===== src/sv/gne_pkg.sv =====
// shared types and constants for the grid neighbour expander
// no dependencies; imported by the interfaces and every module but gne_ram
package gne_pkg;

  // configuration register indexes
  localparam logic CFG_MAP_WIDTH  = 1'b0;
  localparam logic CFG_MAP_HEIGHT = 1'b1;
  localparam int   CFG_W          = 9;

  // item opcodes
  localparam logic OP_WRITE = 1'b0;
  localparam logic OP_QUERY = 1'b1;

  localparam int NBR_COUNT = 8;
  localparam int IDX_W     = 16;

  // row and column position of a neighbour inside the 3x3 window
  localparam logic [1:0] ROW_DN  = 2'd0;
  localparam logic [1:0] ROW_CTR = 2'd1;
  localparam logic [1:0] ROW_UP  = 2'd2;
  localparam logic [1:0] COL_L   = 2'd0;
  localparam logic [1:0] COL_M   = 2'd1;
  localparam logic [1:0] COL_R   = 2'd2;

  // visiting order: +y, +x, -y, -x, then (-x,+y), (+x,+y), (+x,-y), (-x,-y)
  localparam logic [1:0] NBR_ROW [NBR_COUNT] = '{
    ROW_UP, ROW_CTR, ROW_DN, ROW_CTR, ROW_UP, ROW_UP, ROW_DN, ROW_DN
  };
  localparam logic [1:0] NBR_COL [NBR_COUNT] = '{
    COL_M, COL_R, COL_M, COL_L, COL_L, COL_R, COL_R, COL_L
  };

  // context handed from the sequencer to the result stage
  typedef struct packed {
    logic [NBR_COUNT-1:0] mask;
    logic [7:0]           cx;
    logic [IDX_W-1:0]     base_dn;
    logic [IDX_W-1:0]     base_ctr;
    logic [IDX_W-1:0]     base_up;
  } qry_t;

endpackage


===== src/sv/gne_if.sv =====
// request and response channel interfaces (valid/ready with payload)
// depends on gne_pkg
interface gne_req_if;
  import gne_pkg::*;
  logic       valid;
  logic       ready;
  logic       opcode;
  logic [7:0] cell_x;
  logic [7:0] cell_y;
  logic       wall_value;

  modport source (output valid, opcode, cell_x, cell_y, wall_value, input ready);
  modport sink   (input valid, opcode, cell_x, cell_y, wall_value, output ready);
endinterface



===== src/sv/gne_seq.sv =====
// item sequencer: map clearing, wall writes by row read-modify-write,
// and the three row reads that build a query's 3x3 window and neighbour mask
// depends on gne_pkg, gne_if
module gne_seq #(
  parameter int MAX_DIM = 256,
  localparam int AW    = $clog2(MAX_DIM),
  localparam int DIM_W = ($clog2(MAX_DIM + 1) > 9) ? $clog2(MAX_DIM + 1) : 9
) (
  input  logic               clk,
  input  logic               rst,
  gne_req_if.sink            req,
  input  logic [DIM_W-1:0]   dim_w,
  input  logic [DIM_W-1:0]   dim_h,
  output logic               ram_we,
  output logic [AW-1:0]      ram_waddr,
  output logic [MAX_DIM-1:0] ram_wdata,
  output logic [AW-1:0]      ram_raddr,
  input  logic [MAX_DIM-1:0] ram_rdata,
  input  logic               emit_busy,
  output logic               start,
  output gne_pkg::qry_t      ctx
);
  import gne_pkg::*;

  localparam int IW = (AW > 9) ? AW : 9;
  localparam int PW = 8 + DIM_W;

  localparam logic [3:0] ST_CLEAR = 4'd0;
  localparam logic [3:0] ST_IDLE  = 4'd1;
  localparam logic [3:0] ST_WR_RD = 4'd2;
  localparam logic [3:0] ST_WR_WB = 4'd3;
  localparam logic [3:0] ST_Q_CTR = 4'd4;
  localparam logic [3:0] ST_Q_UP  = 4'd5;
  localparam logic [3:0] ST_Q_DN  = 4'd6;
  localparam logic [3:0] ST_Q_FIN = 4'd7;
  localparam logic [3:0] ST_Q_GO  = 4'd8;

  logic [3:0]       state;
  logic [AW-1:0]    clr_cnt;
  logic [7:0]       cx;
  logic [7:0]       cy;
  logic             wv;
  logic             inmap;
  logic             lf_ok, rt_ok, dn_ok, up_ok;
  logic [2:0]       win_up, win_ctr, win_dn;
  logic [IDX_W-1:0] base_ctr, base_up, base_dn;
  logic [PW-1:0]    row_prod;
  logic [IW-1:0]    cy_i, cx_i;
  logic [NBR_COUNT-1:0] mask;
  logic             accept;

  // three wall bits around column x, out-of-storage columns read open
  function automatic logic [2:0] row_bits(input logic [MAX_DIM-1:0] row,
                                          input logic [7:0] x);
    logic [IW-1:0] xl, xm, xr;
    logic [2:0]    b;
    xm = IW'(x);
    xl = xm - IW'(1);
    xr = xm + IW'(1);
    b[COL_L] = (int'(xl) < MAX_DIM) ? row[xl[AW-1:0]] : 1'b0;
    b[COL_M] = (int'(xm) < MAX_DIM) ? row[xm[AW-1:0]] : 1'b0;
    b[COL_R] = (int'(xr) < MAX_DIM) ? row[xr[AW-1:0]] : 1'b0;
    return b;
  endfunction

  assign req.ready = (state == ST_IDLE);
  assign accept    = req.valid && req.ready;
  assign cy_i      = IW'(cy);
  assign cx_i      = IW'(cx);
  assign row_prod  = PW'(cy) * PW'(dim_w);

  // memory port selection
  always_comb begin
    ram_we    = 1'b0;
    ram_waddr = cy_i[AW-1:0];
    ram_wdata = ram_rdata;
    ram_raddr = cy_i[AW-1:0];
    case (state)
      ST_CLEAR: begin
        ram_we    = 1'b1;
        ram_waddr = clr_cnt;
        ram_wdata = '0;
      end
      ST_WR_WB: begin
        ram_we = 1'b1;
        ram_wdata[cx_i[AW-1:0]] = wv;
      end
      ST_Q_UP: ram_raddr = cy_i[AW-1:0] + AW'(1);
      ST_Q_DN: ram_raddr = cy_i[AW-1:0] - AW'(1);
      default: ;
    endcase
  end

  // passable neighbours, diagonals also need both flanking straight cells open
  always_comb begin
    mask[0] = up_ok & ~win_up[COL_M];
    mask[1] = rt_ok & ~win_ctr[COL_R];
    mask[2] = dn_ok & ~win_dn[COL_M];
    mask[3] = lf_ok & ~win_ctr[COL_L];
    mask[4] = up_ok & lf_ok & ~(win_up[COL_L] | win_up[COL_M] | win_ctr[COL_L]);
    mask[5] = up_ok & rt_ok & ~(win_up[COL_R] | win_up[COL_M] | win_ctr[COL_R]);
    mask[6] = dn_ok & rt_ok & ~(win_dn[COL_R] | win_dn[COL_M] | win_ctr[COL_R]);
    mask[7] = dn_ok & lf_ok & ~(win_dn[COL_L] | win_dn[COL_M] | win_ctr[COL_L]);
    if (!inmap) begin
      mask = '0;
    end
  end

  assign start        = (state == ST_Q_GO) && !emit_busy;
  assign ctx.mask     = mask;
  assign ctx.cx       = cx;
  assign ctx.base_dn  = base_dn;
  assign ctx.base_ctr = base_ctr;
  assign ctx.base_up  = base_up;

  // item latch and bounds flags
  always_ff @(posedge clk) begin
    if (accept) begin
      cx    <= req.cell_x;
      cy    <= req.cell_y;
      wv    <= req.wall_value;
      inmap <= (DIM_W'(req.cell_x) < dim_w) && (DIM_W'(req.cell_y) < dim_h);
      lf_ok <= (req.cell_x != 8'd0);
      dn_ok <= (req.cell_y != 8'd0);
      rt_ok <= (DIM_W'(req.cell_x) + DIM_W'(1)) < dim_w;
      up_ok <= (DIM_W'(req.cell_y) + DIM_W'(1)) < dim_h;
    end
    case (state)
      ST_Q_CTR: base_ctr <= row_prod[IDX_W-1:0];
      ST_Q_UP: begin
        win_ctr <= row_bits(ram_rdata, cx);
        base_up <= base_ctr + IDX_W'(dim_w);
      end
      ST_Q_DN: begin
        win_up  <= row_bits(ram_rdata, cx);
        base_dn <= base_ctr - IDX_W'(dim_w);
      end
      ST_Q_FIN: win_dn <= row_bits(ram_rdata, cx);
      default: ;
    endcase
  end

  // sequencer state
  always_ff @(posedge clk) begin
    if (rst) begin
      state   <= ST_CLEAR;
      clr_cnt <= '0;
    end else begin
      case (state)
        ST_CLEAR: begin
          clr_cnt <= clr_cnt + AW'(1);
          if (clr_cnt == AW'(MAX_DIM - 1)) begin
            state <= ST_IDLE;
          end
        end
        ST_IDLE: begin
          if (accept) begin
            if (req.opcode == OP_WRITE) begin
              if ((int'(req.cell_x) < MAX_DIM) && (int'(req.cell_y) < MAX_DIM)) begin
                state <= ST_WR_RD;
              end
            end else if ((DIM_W'(req.cell_x) < dim_w) && (DIM_W'(req.cell_y) < dim_h)) begin
              state <= ST_Q_CTR;
            end else begin
              state <= ST_Q_GO;
            end
          end
        end
        ST_WR_RD: state <= ST_WR_WB;
        ST_WR_WB: state <= ST_IDLE;
        ST_Q_CTR: state <= ST_Q_UP;
        ST_Q_UP:  state <= ST_Q_DN;
        ST_Q_DN:  state <= ST_Q_FIN;
        ST_Q_FIN: state <= ST_Q_GO;
        ST_Q_GO: begin
          if (!emit_busy) begin
            state <= ST_IDLE;
          end
        end
        default: state <= ST_IDLE;
      endcase
    end
  end

endmodule


===== src/flat_wrapper.sv =====
// flat-port wrapper written by rule: the top's interface ports become plain ports
module gne_seq_flat import gne_pkg::*;
#(
  parameter int MAX_DIM = 256,
  localparam int AW    = $clog2(MAX_DIM),
  localparam int DIM_W = ($clog2(MAX_DIM + 1) > 9) ? $clog2(MAX_DIM + 1) : 9
)
  (clk, rst, dim_w, dim_h, ram_we, ram_waddr, ram_wdata, ram_raddr, ram_rdata, emit_busy, start, ctx, req_valid, req_opcode, req_cell_x, req_cell_y, req_wall_value, req_ready);
  gne_req_if req_i ();
  input  logic clk;
  input  logic rst;
  input  logic [DIM_W-1:0] dim_w;
  input  logic [DIM_W-1:0] dim_h;
  output logic ram_we;
  output logic [AW-1:0] ram_waddr;
  output logic [MAX_DIM-1:0] ram_wdata;
  output logic [AW-1:0] ram_raddr;
  input  logic [MAX_DIM-1:0] ram_rdata;
  input  logic emit_busy;
  output logic start;
  output gne_pkg::qry_t ctx;
  input wire logic [$bits(req_i.valid)-1:0] req_valid;
  input wire logic [$bits(req_i.opcode)-1:0] req_opcode;
  input wire logic [$bits(req_i.cell_x)-1:0] req_cell_x;
  input wire logic [$bits(req_i.cell_y)-1:0] req_cell_y;
  input wire logic [$bits(req_i.wall_value)-1:0] req_wall_value;
  output wire logic [$bits(req_i.ready)-1:0] req_ready;
  assign req_i.valid = req_valid;
  assign req_i.opcode = req_opcode;
  assign req_i.cell_x = req_cell_x;
  assign req_i.cell_y = req_cell_y;
  assign req_i.wall_value = req_wall_value;
  assign req_ready = req_i.ready;
  gne_seq #(.MAX_DIM(MAX_DIM)) u_core (.clk(clk), .rst(rst), .req(req_i), .dim_w(dim_w), .dim_h(dim_h), .ram_we(ram_we), .ram_waddr(ram_waddr), .ram_wdata(ram_wdata), .ram_raddr(ram_raddr), .ram_rdata(ram_rdata), .emit_busy(emit_busy), .start(start), .ctx(ctx));
endmodule

===== config.mk =====
export PLATFORM = sky130hd
export DESIGN_NAME = gne_seq_flat
export DESIGN_NICKNAME = d
export VERILOG_FILES = /design/src/sv/gne_pkg.sv /design/src/sv/gne_if.sv /design/src/sv/gne_seq.sv /design/src/flat_wrapper.sv
export SDC_FILE = /design/constraint.sdc
export NUM_CORES = 1
export LEC_CHECK = 0
export ABC_AREA = 0
export BUFFER_PORTS_ARGS = -buffer_cell sky130_fd_sc_hd__buf_2
export CORE_AREA = 2 2 248 250
export CTS_CLUSTER_SIZE = 12
export DETAILED_ROUTE_END_ITERATION = 7
export DIE_AREA = 0 0 250 252
export HOLD_SLACK_MARGIN = 0.15
export PLACE_DENSITY = 0.62
export SYNTH_ARGS = -nofsm -noshare
export SYNTH_HDL_FRONTEND = slang
export SYNTH_SLANG_ARGS = --single-unit

===== constraint.sdc =====
create_clock -name clk -period 14.2 [get_ports clk]
set_input_delay 1.42 -clock clk [delete_from_list [all_inputs] [get_ports clk]]
set_output_delay 1.42 -clock clk [all_outputs]
set_load 0.005 [all_outputs]

== Word-level counts from Yosys, hierarchy flattened ==
Cells that the tools add are included.

* Register bits after elaboration: 91
* Bits of input ports: 296
* Output and inout bits: 339

* Add/subtract/negate cells: 9
* Multiply operators: 1
* $lt $le $gt $ge: 10
* Eq/ne operators: 12
* Mux-type cells: 22
* Bitwise operators: 28
* Reductions and logical operators: 10

{| class="wikitable"
|+ Operators by type and width
! kind !! count
|-
| $pmux W256 S2 || 1
|-
| $bwmux W256 || 1
|-
| $pmux W4 S8 || 1
|-
| $add A8 B1 Y9 const B || 3
|-
| $lt A8 B9 Y1 const B || 3
|-
| $bmux W1 S8 || 3
|-
| $mux W4 || 5
|-
| $lt A8 B9 Y1 || 2
|-
| $lt A9 B9 Y1 || 2
|-
| $lt A9 B9 Y1 const B || 2
|-
| $add A16 B9 Y16 || 1
|-
| $add A8 B1 Y8 const B || 2
|-
| $eq A4 B3 Y1 const B || 4
|-
| $mul A8 B9 Y16 || 1
|-
| $mux W8 || 2
|-
| $pmux W8 S2 || 1
|-
| $reduce_bool A8 Y1 || 2
|-
| $sub A16 B9 Y16 || 1
|-
| $and A1 B1 Y1 || 12
|-
| $sub A8 B1 Y9 const B || 1
|-
| $demux W1 S8 || 1
|-
| $eq A4 B2 Y1 const B || 2
|-
| $eq A8 B8 Y1 const B || 1
|-
| $ge A8 B1 Y1 const B || 1
|-
| other kinds (13) || 37
|}

== Longest topological paths before layout ==
Gate-level depths: netlist (run 1).

* Depth in word-level cells: 6
* Gate-level depth with buffers: 20
* Gate-level depth less buffers: 19

== Worst setup path after synthesis (run 1) ==
OpenSTA, ideal clock, no wires.

* Path type: input-to-reg
* From: in dim_w[3]
* To: reg u_core.base_ctr[15] (data pin)
* Arrival time: 5.026 ns
* Data required time: 13.940 ns
* Path slack: 8.914 ns
* Stages on the path: 16
* Cells stage by stage: and2_1 fa_1 inv_1 fa_1 inv_1 fa_1 inv_1 fa_1 inv_1 ha_1 a21boi_0 o21ai_0 a21boi_0 o2111ai_1 a31oi_1 xnor2_1

* Word-level cells in the longest chain between the ends: 1

{| class="wikitable"
|+ RTL lines
! what !! line !! RTL
|-
| start: declaration || flat_wrapper.sv:12 || <nowiki>input logic [DIM_W-1:0] dim_w;</nowiki>
|-
| $mul A8 B9 Y16 || gne_seq.sv:70 || <nowiki>assign row_prod = PW'(cy) * PW'(dim_w);</nowiki>
|-
| via u_core.row_prod[15] || gne_seq.sv:47 || <nowiki>logic [PW-1:0] row_prod;</nowiki>
|-
| end signal: assignment || gne_seq.sv:129 || <nowiki>ST_Q_CTR: base_ctr <= row_prod[IDX_W-1:0];</nowiki>
|-
| end: declaration || gne_seq.sv:46 || <nowiki>logic [IDX_W-1:0] base_ctr, base_up, base_dn;</nowiki>
|}

The timed path passes the listed nets, and every way through them passes these cells.
A chain may end at the register's enable or synchronous reset.

== Worst setup path after layout (run 1) ==
* From: reg u_core.cx[0]
* To: out ram_wdata[47]

* Word-level cells in the longest chain between the ends: 6

{| class="wikitable"
|+ RTL lines
! what !! line !! RTL
|-
| start: declaration || gne_seq.sv:40 || <nowiki>logic [7:0] cx;</nowiki>
|-
| start signal: assignment || gne_seq.sv:119 || <nowiki>cx <= req.cell_x;</nowiki>
|-
| $lt A8 B9 Y1 (not written as such) / $ge A8 B1 Y1 (equally long branches) || gne_seq.sv:86 || <nowiki>ram_wdata[cx_i[AW-1:0]] = wv;</nowiki>
|-
| $logic_and A1 B1 Y1 (not written as such) || gne_seq.sv:86 ||
|-
| $mux W1 (not written as such) || gne_seq.sv:86 ||
|-
| $demux W1 S8 * || n/a ||
|-
| $bwmux W256 * || gne_seq.sv:86 ||
|-
| $pmux W256 S2 * || gne_seq.sv:78 || <nowiki>case (state)</nowiki>
|-
| end: declaration || flat_wrapper.sv:16 || <nowiki>output logic [MAX_DIM-1:0] ram_wdata;</nowiki>
|}

Every way passes the cells marked *; elsewhere a longest branch is shown, timed or not.

==> impl_results.html, run 1 <==
<table>
<tr><th>Metric</th><th>Value</th></tr>
<tr><th colspan="2">Synthesis</th></tr>
<tr><td>Post-synth top cells</td><td>547 x sky130_fd_sc_hd__o21ai_0, 292 x sky130_fd_sc_hd__a21oi_1, 212 x sky130_fd_sc_hd__mux4_2</td></tr>
<tr><td>Main synth FF type</td><td>sky130_fd_sc_hd__edfxtp_1</td></tr>
<tr><td>Post-synthesis cell type with the largest combined area</td><td>sky130_fd_sc_hd__mux4_2</td></tr>
<tr><td>Cell count after synthesis</td><td>2263</td></tr>
<tr><td>EDFF count, synth</td><td>78</td></tr>
<tr><td>Cell area after technology mapping</td><td>0.01890 mm²</td></tr>
<tr><td>Synthesized Nets</td><td>2702</td></tr>
<tr><td>Top post-synthesis cells by area</td><td>sky130_fd_sc_hd__mux4_2 25%, sky130_fd_sc_hd__o21ai_0 14%, sky130_fd_sc_hd__edfxtp_1 12%</td></tr>
<tr><td>Syn avg cell area</td><td>8.350 µm²</td></tr>
<tr><td>Share of Yosys cell area claimed by the top area cell type</td><td>25.27%</td></tr>
<tr><td>Synth async-reset ratio</td><td>0%</td></tr>
<tr><td>Syn. warnings</td><td>0</td></tr>
<tr><td>Number of synthesized register bits</td><td>90</td></tr>
<tr><td>Unique masters post-synth</td><td>62</td></tr>
<tr><td>Fraction of the yosys area taken by sequential cells</td><td>13.67%</td></tr>
<tr><td>Library cell with the highest instance count after synthesis</td><td>sky130_fd_sc_hd__o21ai_0</td></tr>
<tr><th colspan="2">Drt</th></tr>
<tr><td>Number of vias per cell</td><td>6.610</td></tr>
<tr><td>Detailed-route via count</td><td>23640</td></tr>
<tr><td>DR WL/cell</td><td>33.15 µm</td></tr>
<tr><td>Number of DRC markers after the initial detailed-route iteration</td><td>4016</td></tr>
<tr><td>Drt total wl</td><td>118.5 mm</td></tr>
<tr><td>Number of antenna-violating nets in the routed design</td><td>0</td></tr>
<tr><td>Final routed DRC violation total</td><td>0</td></tr>
<tr><td>Iteration count of the initial detailed-routing pass</td><td>7</td></tr>
<tr><th colspan="2">GRT</th></tr>
<tr><td>Via count of the first global-routing pass</td><td>21450</td></tr>
<tr><td>Overall global routing resource usage</td><td>35.99%</td></tr>
<tr><td>Antenna violations before repair</td><td>51</td></tr>
<tr><td>First-pass GRT wire length</td><td>162.6 mm</td></tr>
<tr><td>Gr ovfl total</td><td>0</td></tr>
<tr><td>Maximum number of pins on one net before global-route repair</td><td>131</td></tr>
<tr><th colspan="2">STA</th></tr>
<tr><td>Unrepaired setup endpoints after global routing</td><td>no</td></tr>
<tr><td>Slew at the pin with the worst max-slew slack</td><td>1.444 ns</td></tr>
<tr><td>Total negative slack</td><td>0 ns</td></tr>
<tr><td>Setup Viol. Count Final</td><td>0</td></tr>
<tr><td>Final Hold Viols</td><td>0</td></tr>
<tr><td>Worst-case setup margin in the final layout</td><td>7.666 ns</td></tr>
<tr><td>Max-Slew Margin vs Limit</td><td>3.503%</td></tr>
<tr><td>Post-layout minimum cycle time</td><td>6.534 ns</td></tr>
<tr><td>Post-route clock skew</td><td>0.01302 ns</td></tr>
<tr><td>Highest attainable clock frequency</td><td>0.1531 GHz</td></tr>
<tr><td>Number of max-slew violations in the final report</td><td>0</td></tr>
<tr><td>Fin crit share</td><td>46.01%</td></tr>
<tr><th colspan="2">Power</th></tr>
<tr><td>Combinational power share</td><td>39.7%</td></tr>
<tr><td>Cell internal power dissipation</td><td>0.0005711 W</td></tr>
<tr><td>Worst vdd rail ir drop</td><td>53.44 µV</td></tr>
<tr><td>Leakage power</td><td>10.13 nW</td></tr>
<tr><td>Power per unit of standard cell area</td><td>38.05 mW/mm²</td></tr>
<tr><td>Part of the power in the clock network</td><td>26.5%</td></tr>
<tr><td>Sequential fraction of design power</td><td>33.8%</td></tr>
<tr><td>NetSw</td><td>0.0003056 W</td></tr>
<tr><td>Sw frac</td><td>34.86%</td></tr>
<tr><th colspan="2">Clock network</th></tr>
<tr><td>Setup Buffers After CTS</td><td>0</td></tr>
<tr><td>Clock transition time at the flip-flop clock pins of the worst setup and hold paths</td><td>0.08 ns</td></tr>
<tr><td>Clk sinks</td><td>90</td></tr>
<tr><td>Clock Root Buffer</td><td>sky130_fd_sc_hd__clkbuf_16</td></tr>
<tr><td># H-tree levels</td><td>3</td></tr>
<tr><td>Number of hold-repair buffers added at the cts stage</td><td>0</td></tr>
<tr><td>CTS buffer count</td><td>9</td></tr>
<tr><td>CTS tree</td><td>yes</td></tr>
<tr><td>Maximum clock path buffer count</td><td>2</td></tr>
<tr><td>Clock latency reported for the late side of the worst-skew pair</td><td>0.35 ns</td></tr>
<tr><td>PostCTS Resize Cnt</td><td>0</td></tr>
<tr><th colspan="2">Placement</th></tr>
<tr><td>Worst slack at placement</td><td>8.367 ns</td></tr>
<tr><td>Area of placed instances</td><td>0.02266 mm²</td></tr>
<tr><td>Buffers added on ports</td><td>634</td></tr>
<tr><td>Dpl hpwl</td><td>90.65 mm</td></tr>
<tr><td>GPL Wtd Cong</td><td>1.069</td></tr>
<tr><th colspan="2">Die</th></tr>
<tr><td>Horiz. Die Dim</td><td>250 µm</td></tr>
<tr><td>Die outline area</td><td>0.06300 mm²</td></tr>
<tr><td>Starting density of the core</td><td>31.43%</td></tr>
<tr><td>Overall die height</td><td>252 µm</td></tr>
<tr><td>Core ar.</td><td>0.06013 mm²</td></tr>
<tr><td>Standard-cell row count</td><td>90</td></tr>
<tr><td>Number of placed I/O pins</td><td>635</td></tr>
<tr><th colspan="2">Min path</th></tr>
<tr><td>Tightest Hold Check Type</td><td>reg2reg</td></tr>
<tr><th colspan="2">Critical path</th></tr>
<tr><td>Arrival time of data at the critical path endpoint</td><td>5.11 ns</td></tr>
<tr><td>CP endpoint kind</td><td>primary output</td></tr>
<tr><td>Buffers plus inverters on the worst setup path</td><td>2</td></tr>
<tr><td>Max stage delay cell, worst path</td><td>sky130_fd_sc_hd__and3_1</td></tr>
<tr><td>Startpoint type of the worst setup path</td><td>flip-flop</td></tr>
<tr><td>List of cells traversed by the critical path</td><td>buf_12 &gt; ha_1 &gt; and3_1 &gt; nand2_1 &gt; o21ai_0 &gt; buf_2</td></tr>
<tr><td>Worst-path maximum fanout</td><td>130</td></tr>
<tr><td>Kind of critical path</td><td>reg2out</td></tr>
<tr><td>Peak per-stage delay on the critical path</td><td>1.03 ns</td></tr>
<tr><td>Cell family contributing the most delay on the critical path</td><td>simple AND/OR/NAND/NOR gates</td></tr>
<tr><td>Worst EP required</td><td>12.78 ns</td></tr>
<tr><th colspan="2">Finish</th></tr>
<tr><td>Layout filler cell count</td><td>6339</td></tr>
<tr><td>Growth of design area from synthesis to finish</td><td>21.92%</td></tr>
<tr><td>Final instance area</td><td>0.02304 mm²</td></tr>
<tr><td>Layout net count</td><td>3190</td></tr>
<tr><td>Fraction of layout cells with a size suffix above 1</td><td>34.33%</td></tr>
<tr><th colspan="2">Job</th></tr>
<tr><td># Max-Cap Violations</td><td>0</td></tr>
<tr><th colspan="2">Status</th></tr>
<tr><td>Run status</td><td>finished, final reports clean</td></tr>
</table>
[cell type report]
type / instances / area [µm²] / area share [%]
Inverter: 125 / 471.7 / 2.047
Timing Repair Buffer: 693 / 3628 / 15.75
Antenna cell: 38 / 95.09 / 0.4128
Clock inverter: 6 / 56.30 / 0.2444
Tap cell: 782 / 978.4 / 4.247
Multi-Input combinational cell: 1832 / 15000 / 65.10
Clock buffer: 10 / 229.0 / 0.9939
Sequential cell: 90 / 2582 / 11.21
[state kept, by name (all words and copies together) (netlist names), 4 cells and up]
| name | cells |
|---|---|
| u_core.base_ctr | 16 |
| u_core.base_dn | 16 |
| u_core.base_up | 16 |
| u_core.clr_cnt | 8 |
| u_core.cx | 8 |
| u_core.cy | 8 |
| u_core.state | 4 |
[cells by family (layout without fill, tap and decap cells)]
kind of cell	count (synthesis)	after routing	synth area share, %
and+or+nand+nor	436	436	11.02
buffers and inverters	341	834	7.323
other	0	38	0
muxes	253	253	27.50
xor gates and xnor gates	75	75	3.595
adders and majority gates	143	143	11.22
DFF	90	90	13.67
AOI/OAI and AO/OA	925	925	25.68
[power groups by stage]
stage	Clock [W]	Combinational (W)	Sequential (W)
after CTS	0.000238	0.000338	0.000296
after floorplan	0	0.000187	0.000302
after global routing	0.000249	0.000374	0.000296
after global placement	0	0.000334	0.000302
final	0.000232	0.000348	0.000296
after detailed placement	0	0.000335	0.000302
[metrics by stage]
| step | power (W) | utilization [%] | instances | hold slack [ns] |
|---|---|---|---|---|
| finish | 0.0008767 | 38.31 | 3576 | 0.4990 |
| global placement | 0.0006356 | 37.68 | 3522 | 0.4851 |
| floorplan | 0.0004892 | - | 2263 | 0.4589 |
| CTS | 0.0008714 | 38.15 | 3538 | 0.4989 |
| global route | 0.0009184 | 38.22 | 3554 | 0.5266 |
| detailed placement | 0.0006365 | 37.68 | 3522 | 0.4880 |
[worst paths after layout]
check / start / endpoint / slack (ns) / cells after the start
max: u_core.cx[0]$_DFFE_PP_ / ram_wdata[47] / 7.67 / 6
min: u_core.clr_cnt[6]$_SDFFE_PP0P_ / u_core.state[0]$_SDFFE_PP0P_ / 0.50 / 2
max reg2reg: u_core.cx[0]$_DFFE_PP_ / u_core.win_ctr[0]$_DFFE_PP_ / 9.02 / 12
min reg2reg: u_core.clr_cnt[6]$_SDFFE_PP0P_ / u_core.state[0]$_SDFFE_PP0P_ / 0.50 / 2
[cell usage in the layout (no fill, tap or decap), types with 7 or more instances in the layout]
cell type,count
sky130_fd_sc_hd__dfxtp_1,12
sky130_fd_sc_hd__nand3_1,28
sky130_fd_sc_hd__and3_1,14
sky130_fd_sc_hd__nor3_1,27
sky130_fd_sc_hd__clkbuf_16,9
sky130_fd_sc_hd__ha_1,99
sky130_fd_sc_hd__mux4_2,212
sky130_fd_sc_hd__nand4_1,12
sky130_fd_sc_hd__and2_1,60
sky130_fd_sc_hd__o21bai_1,7
sky130_fd_sc_hd__buf_2,634
sky130_fd_sc_hd__buf_4,58
sky130_fd_sc_hd__nand2_1,130
sky130_fd_sc_hd__fa_1,44
sky130_fd_sc_hd__inv_1,122
sky130_fd_sc_hd__a22oi_1,15
sky130_fd_sc_hd__nand2b_1,17
sky130_fd_sc_hd__diode_2,38
sky130_fd_sc_hd__a31oi_1,8
sky130_fd_sc_hd__a21o_1,8
sky130_fd_sc_hd__a21oi_1,292
sky130_fd_sc_hd__xor2_1,21
sky130_fd_sc_hd__o21ai_0,547
sky130_fd_sc_hd__xnor2_1,50
sky130_fd_sc_hd__edfxtp_1,78
sky130_fd_sc_hd__nor2b_1,16
sky130_fd_sc_hd__mux2_2,9
sky130_fd_sc_hd__nor2_1,102
sky130_fd_sc_hd__o21a_1,7
sky130_fd_sc_hd__mux2i_1,32
[worst min-delay path, stage by stage, from the launching register on]
cell                       delay, ns
sky130_fd_sc_hd__dfxtp_1        0.32
sky130_fd_sc_hd__nand4_1        0.06
sky130_fd_sc_hd__a221oi_1       0.07
[metal layers]
| metal | part of all wire (%) | GRT usage, % |
|---|---|---|
| met5 | 0.28 | 1.081 |
| met4 | 8.5 | 22.63 |
| met3 | 17 | 18.12 |
| met2 | 39 | 49.61 |
| met1 | 35 | 44.19 |
Note: power is estimated with default switching activity, not from simulation.
==> inputs of run 2 (changes only) <==
Settings changed: CORE_AREA 2 2 248 250 to 2 2 250 252, DIE_AREA 0 0 250 252 to 0 0 252 254, PLACE_DENSITY 0.62 to 0.61.
Clock period 14.2 ns to 6.8 ns, I/O delays scaled along.
==> impl_results.html, run 2 (same netlist as run 1, synthesis figures left out) <==
<table>
<tr><th>Metric</th><th>Value</th></tr>
<tr><th colspan="2">Clock network</th></tr>
<tr><td>Clock Root Buffer</td><td>sky130_fd_sc_hd__clkbuf_16</td></tr>
<tr><td>Clk sinks</td><td>90</td></tr>
<tr><td>CTS tree</td><td>yes</td></tr>
<tr><td>CTS buffer count</td><td>9</td></tr>
<tr><td>PostCTS Resize Cnt</td><td>0</td></tr>
<tr><td>Setup Buffers After CTS</td><td>0</td></tr>
<tr><td>Clock transition time at the flip-flop clock pins of the worst setup and hold paths</td><td>0.08 ns</td></tr>
<tr><td>Maximum clock path buffer count</td><td>2</td></tr>
<tr><td>Number of hold-repair buffers added at the cts stage</td><td>0</td></tr>
<tr><td># H-tree levels</td><td>3</td></tr>
<tr><td>Clock latency reported for the late side of the worst-skew pair</td><td>0.36 ns</td></tr>
<tr><th colspan="2">STA</th></tr>
<tr><td>Slew at the pin with the worst max-slew slack</td><td>1.411 ns</td></tr>
<tr><td>Post-route clock skew</td><td>0.01754 ns</td></tr>
<tr><td>Setup Viol. Count Final</td><td>0</td></tr>
<tr><td>Total negative slack</td><td>0 ns</td></tr>
<tr><td>Final Hold Viols</td><td>0</td></tr>
<tr><td>Post-layout minimum cycle time</td><td>5.627 ns</td></tr>
<tr><td>Highest attainable clock frequency</td><td>0.1777 GHz</td></tr>
<tr><td>Fin crit share</td><td>82.76%</td></tr>
<tr><td>Unrepaired setup endpoints after global routing</td><td>no</td></tr>
<tr><td>Number of max-slew violations in the final report</td><td>0</td></tr>
<tr><td>Max-Slew Margin vs Limit</td><td>5.727%</td></tr>
<tr><th colspan="2">Finish</th></tr>
<tr><td>Layout filler cell count</td><td>6461</td></tr>
<tr><td>Most common cell after layout, fill and taps aside</td><td>sky130_fd_sc_hd__buf_2</td></tr>
<tr><td>Leading registers by flop count</td><td>u_core.base_ctr x16, u_core.base_dn x16, u_core.base_up x16</td></tr>
<tr><td>Most used cells in the layout excluding fill and tap cells</td><td>634 x sky130_fd_sc_hd__buf_2, 547 x sky130_fd_sc_hd__o21ai_0, 292 x sky130_fd_sc_hd__a21oi_1, 212 x sky130_fd_sc_hd__mux4_2, 130 x sky130_fd_sc_hd__nand2_1</td></tr>
<tr><td>Layout net count</td><td>3193</td></tr>
<tr><td>Count of non-filler cells in the finished layout</td><td>3585</td></tr>
<tr><td>Fraction of layout cells with a size suffix above 1</td><td>34.43%</td></tr>
<tr><td>Growth of design area from synthesis to finish</td><td>22.22%</td></tr>
<tr><th colspan="2">GRT</th></tr>
<tr><td>Maximum number of pins on one net before global-route repair</td><td>115</td></tr>
<tr><td>Gr ovfl total</td><td>0</td></tr>
<tr><td>Antenna violations before repair</td><td>53</td></tr>
<tr><td>Via count of the first global-routing pass</td><td>21520</td></tr>
<tr><td>Overall global routing resource usage</td><td>36.15%</td></tr>
<tr><td>First-pass GRT wire length</td><td>164.3 mm</td></tr>
<tr><th colspan="2">Critical path</th></tr>
<tr><td>Worst EP required</td><td>6.12 ns</td></tr>
<tr><td>Worst-path maximum fanout</td><td>70</td></tr>
<tr><td>CP endpoint kind</td><td>primary output</td></tr>
<tr><td>Peak per-stage delay on the critical path</td><td>1.00 ns</td></tr>
<tr><td>Cell family contributing the most delay on the critical path</td><td>simple AND/OR/NAND/NOR gates</td></tr>
<tr><td>List of cells traversed by the critical path</td><td>nand3_4 &gt; inv_1 &gt; and2_1 &gt; nand2_1 &gt; o21ai_0 &gt; buf_2</td></tr>
<tr><td>Kind of critical path</td><td>reg2out</td></tr>
<tr><td>Max stage delay cell, worst path</td><td>sky130_fd_sc_hd__o21ai_0</td></tr>
<tr><td>Startpoint type of the worst setup path</td><td>flip-flop</td></tr>
<tr><td>Buffers plus inverters on the worst setup path</td><td>2</td></tr>
<tr><td>Arrival time of data at the critical path endpoint</td><td>4.95 ns</td></tr>
<tr><th colspan="2">Status</th></tr>
<tr><td>Run status</td><td>finished with violations</td></tr>
<tr><td>Failing checks</td><td>DRC</td></tr>
<tr><th colspan="2">Placement</th></tr>
<tr><td>Placed cell count</td><td>3533</td></tr>
<tr><td>Dpl hpwl</td><td>91.68 mm</td></tr>
<tr><td>GPL Wtd Cong</td><td>1.080</td></tr>
<tr><td>Buffers added on ports</td><td>634</td></tr>
<tr><th colspan="2">Drt</th></tr>
<tr><td>Number of DRC markers after the initial detailed-route iteration</td><td>4339</td></tr>
<tr><td>Number of vias per cell</td><td>6.636</td></tr>
<tr><td>Final routed DRC violation total</td><td>1</td></tr>
<tr><td>Iteration count of the initial detailed-routing pass</td><td>8</td></tr>
<tr><td>DR WL/cell</td><td>33.59 µm</td></tr>
<tr><td>Number of antenna-violating nets in the routed design</td><td>0</td></tr>
<tr><td>Drt total wl</td><td>120.4 mm</td></tr>
<tr><td>Detailed-route via count</td><td>23790</td></tr>
<tr><th colspan="2">Power</th></tr>
<tr><td>Sw frac</td><td>34.99%</td></tr>
<tr><td>Combinational power share</td><td>39.1%</td></tr>
<tr><td>NetSw</td><td>0.0006627 W</td></tr>
<tr><td>Leakage power</td><td>10.16 nW</td></tr>
<tr><td>Part of the power in the clock network</td><td>28.3%</td></tr>
<tr><td>Sequential fraction of design power</td><td>32.6%</td></tr>
<tr><td>Worst vdd rail ir drop</td><td>117.4 µV</td></tr>
<tr><td>Power per unit of standard cell area</td><td>82.00 mW/mm²</td></tr>
<tr><td>Cell internal power dissipation</td><td>0.001231 W</td></tr>
<tr><th colspan="2">Die</th></tr>
<tr><td>Horiz. Die Dim</td><td>252 µm</td></tr>
<tr><td>Die outline area</td><td>0.06401 mm²</td></tr>
<tr><td>Number of placed I/O pins</td><td>635</td></tr>
<tr><td>Core ar.</td><td>0.06126 mm²</td></tr>
<tr><td>Overall die height</td><td>254 µm</td></tr>
<tr><td>Starting density of the core</td><td>30.85%</td></tr>
<tr><td>Standard-cell row count</td><td>91</td></tr>
<tr><th colspan="2">Job</th></tr>
<tr><td># Max-Cap Violations</td><td>0</td></tr>
<tr><th colspan="2">Min path</th></tr>
<tr><td>Tightest Hold Check Type</td><td>reg2reg</td></tr>
</table>
run 2: cell count changes in the layout (fill, tap and decap cells not counted), sizes merged:
cell / previous run / this run
buf: 693 / 696
diode: 38 / 36
bufinv: 0 / 1
clkbuf: 10 / 9
clkinv: 2 / 3
clkinvlp: 1 / 0
run 2: cell type report:
| type | count | area (µm²) | area share [%] |
|---|---|---|---|
| diodes | 36 | 90.09 | 0.3901 |
| clock buffers | 9 | 225.2 | 0.9751 |
| clock inverters | 7 | 90.09 | 0.3901 |
| inverters | 125 | 471.7 | 2.042 |
| multi-input cells | 1832 | 15000 | 64.93 |
| flip-flops and latches | 90 | 2582 | 11.18 |
| well taps | 790 | 988.4 | 4.280 |
| repair buffers | 696 | 3651 | 15.81 |
run 2: worst register-to-register path: stages (launching register included):
cell	delay, ns
sky130_fd_sc_hd__edfxtp_1	0.32
sky130_fd_sc_hd__buf_4	0.51
sky130_fd_sc_hd__inv_4	0.42
sky130_fd_sc_hd__ha_1	0.39
sky130_fd_sc_hd__xnor2_4	0.54
sky130_fd_sc_hd__buf_4	0.44
sky130_fd_sc_hd__mux4_2	0.54
sky130_fd_sc_hd__mux4_2	0.49
sky130_fd_sc_hd__mux2i_1	0.25
sky130_fd_sc_hd__a221oi_1	0.17
sky130_fd_sc_hd__o21ai_0	0.19
sky130_fd_sc_hd__nand3_1	0.32
run 2: path summary, 6_finish.rpt:
path                                   from                        endpoint  slack [ns]  depth (start not counted)
max reg2reg          u_core.cx[0]$_DFFE_PP_     u_core.win_ctr[0]$_DFFE_PP_        1.85                         11
max            u_core.state[0]$_SDFFE_PP0P_                  ram_wdata[165]        1.17                          6
min          u_core.clr_cnt[5]$_SDFFE_PP0P_  u_core.clr_cnt[5]$_SDFFE_PP0P_        0.51                          2
min reg2reg  u_core.clr_cnt[5]$_SDFFE_PP0P_  u_core.clr_cnt[5]$_SDFFE_PP0P_        0.51                          2
run 2: metal layers:
metal | track usage, % | vias to the layer above | part of all wire, %
li1 | - | 9485 | -
met1 | 44.56 | 11360 | 35
met2 | 49.24 | 2315 | 39
met3 | 19.52 | 591 | 18
met5 | 0 | - | 0.21
met4 | 21.34 | 40 | 7.6
run 2: power by group through the flow:
stage                     clock, W  combinational [W]  sequential [W]
after detailed placement         0           0.000707        0.000630
after floorplan                  0           0.000391        0.000630
after global placement           0           0.000703        0.000630
final                     0.000535           0.000741        0.000618
after global routing      0.000564           0.000787        0.000618
after CTS                 0.000545           0.000714        0.000618
run 2: stage by stage:
| stage | total power (W) | utilization (%) | area (µm²) | hold WS [ns] | worst slack [ns] |
|---|---|---|---|---|---|
| after floorplan | 0.001021 | - | 18900 | 0.4589 | 2.254 |
| after global placement | 0.001333 | 37.04 | 22690 | 0.4835 | 1.717 |
| after detailed placement | 0.001337 | 37.04 | 22690 | 0.4935 | 1.713 |
| after CTS | 0.001877 | 37.56 | 23010 | 0.5054 | 1.638 |
| after global routing | 0.001969 | 37.63 | 23050 | 0.5047 | 1.197 |
| final | 0.001894 | 37.70 | 23100 | 0.5091 | 1.173 |
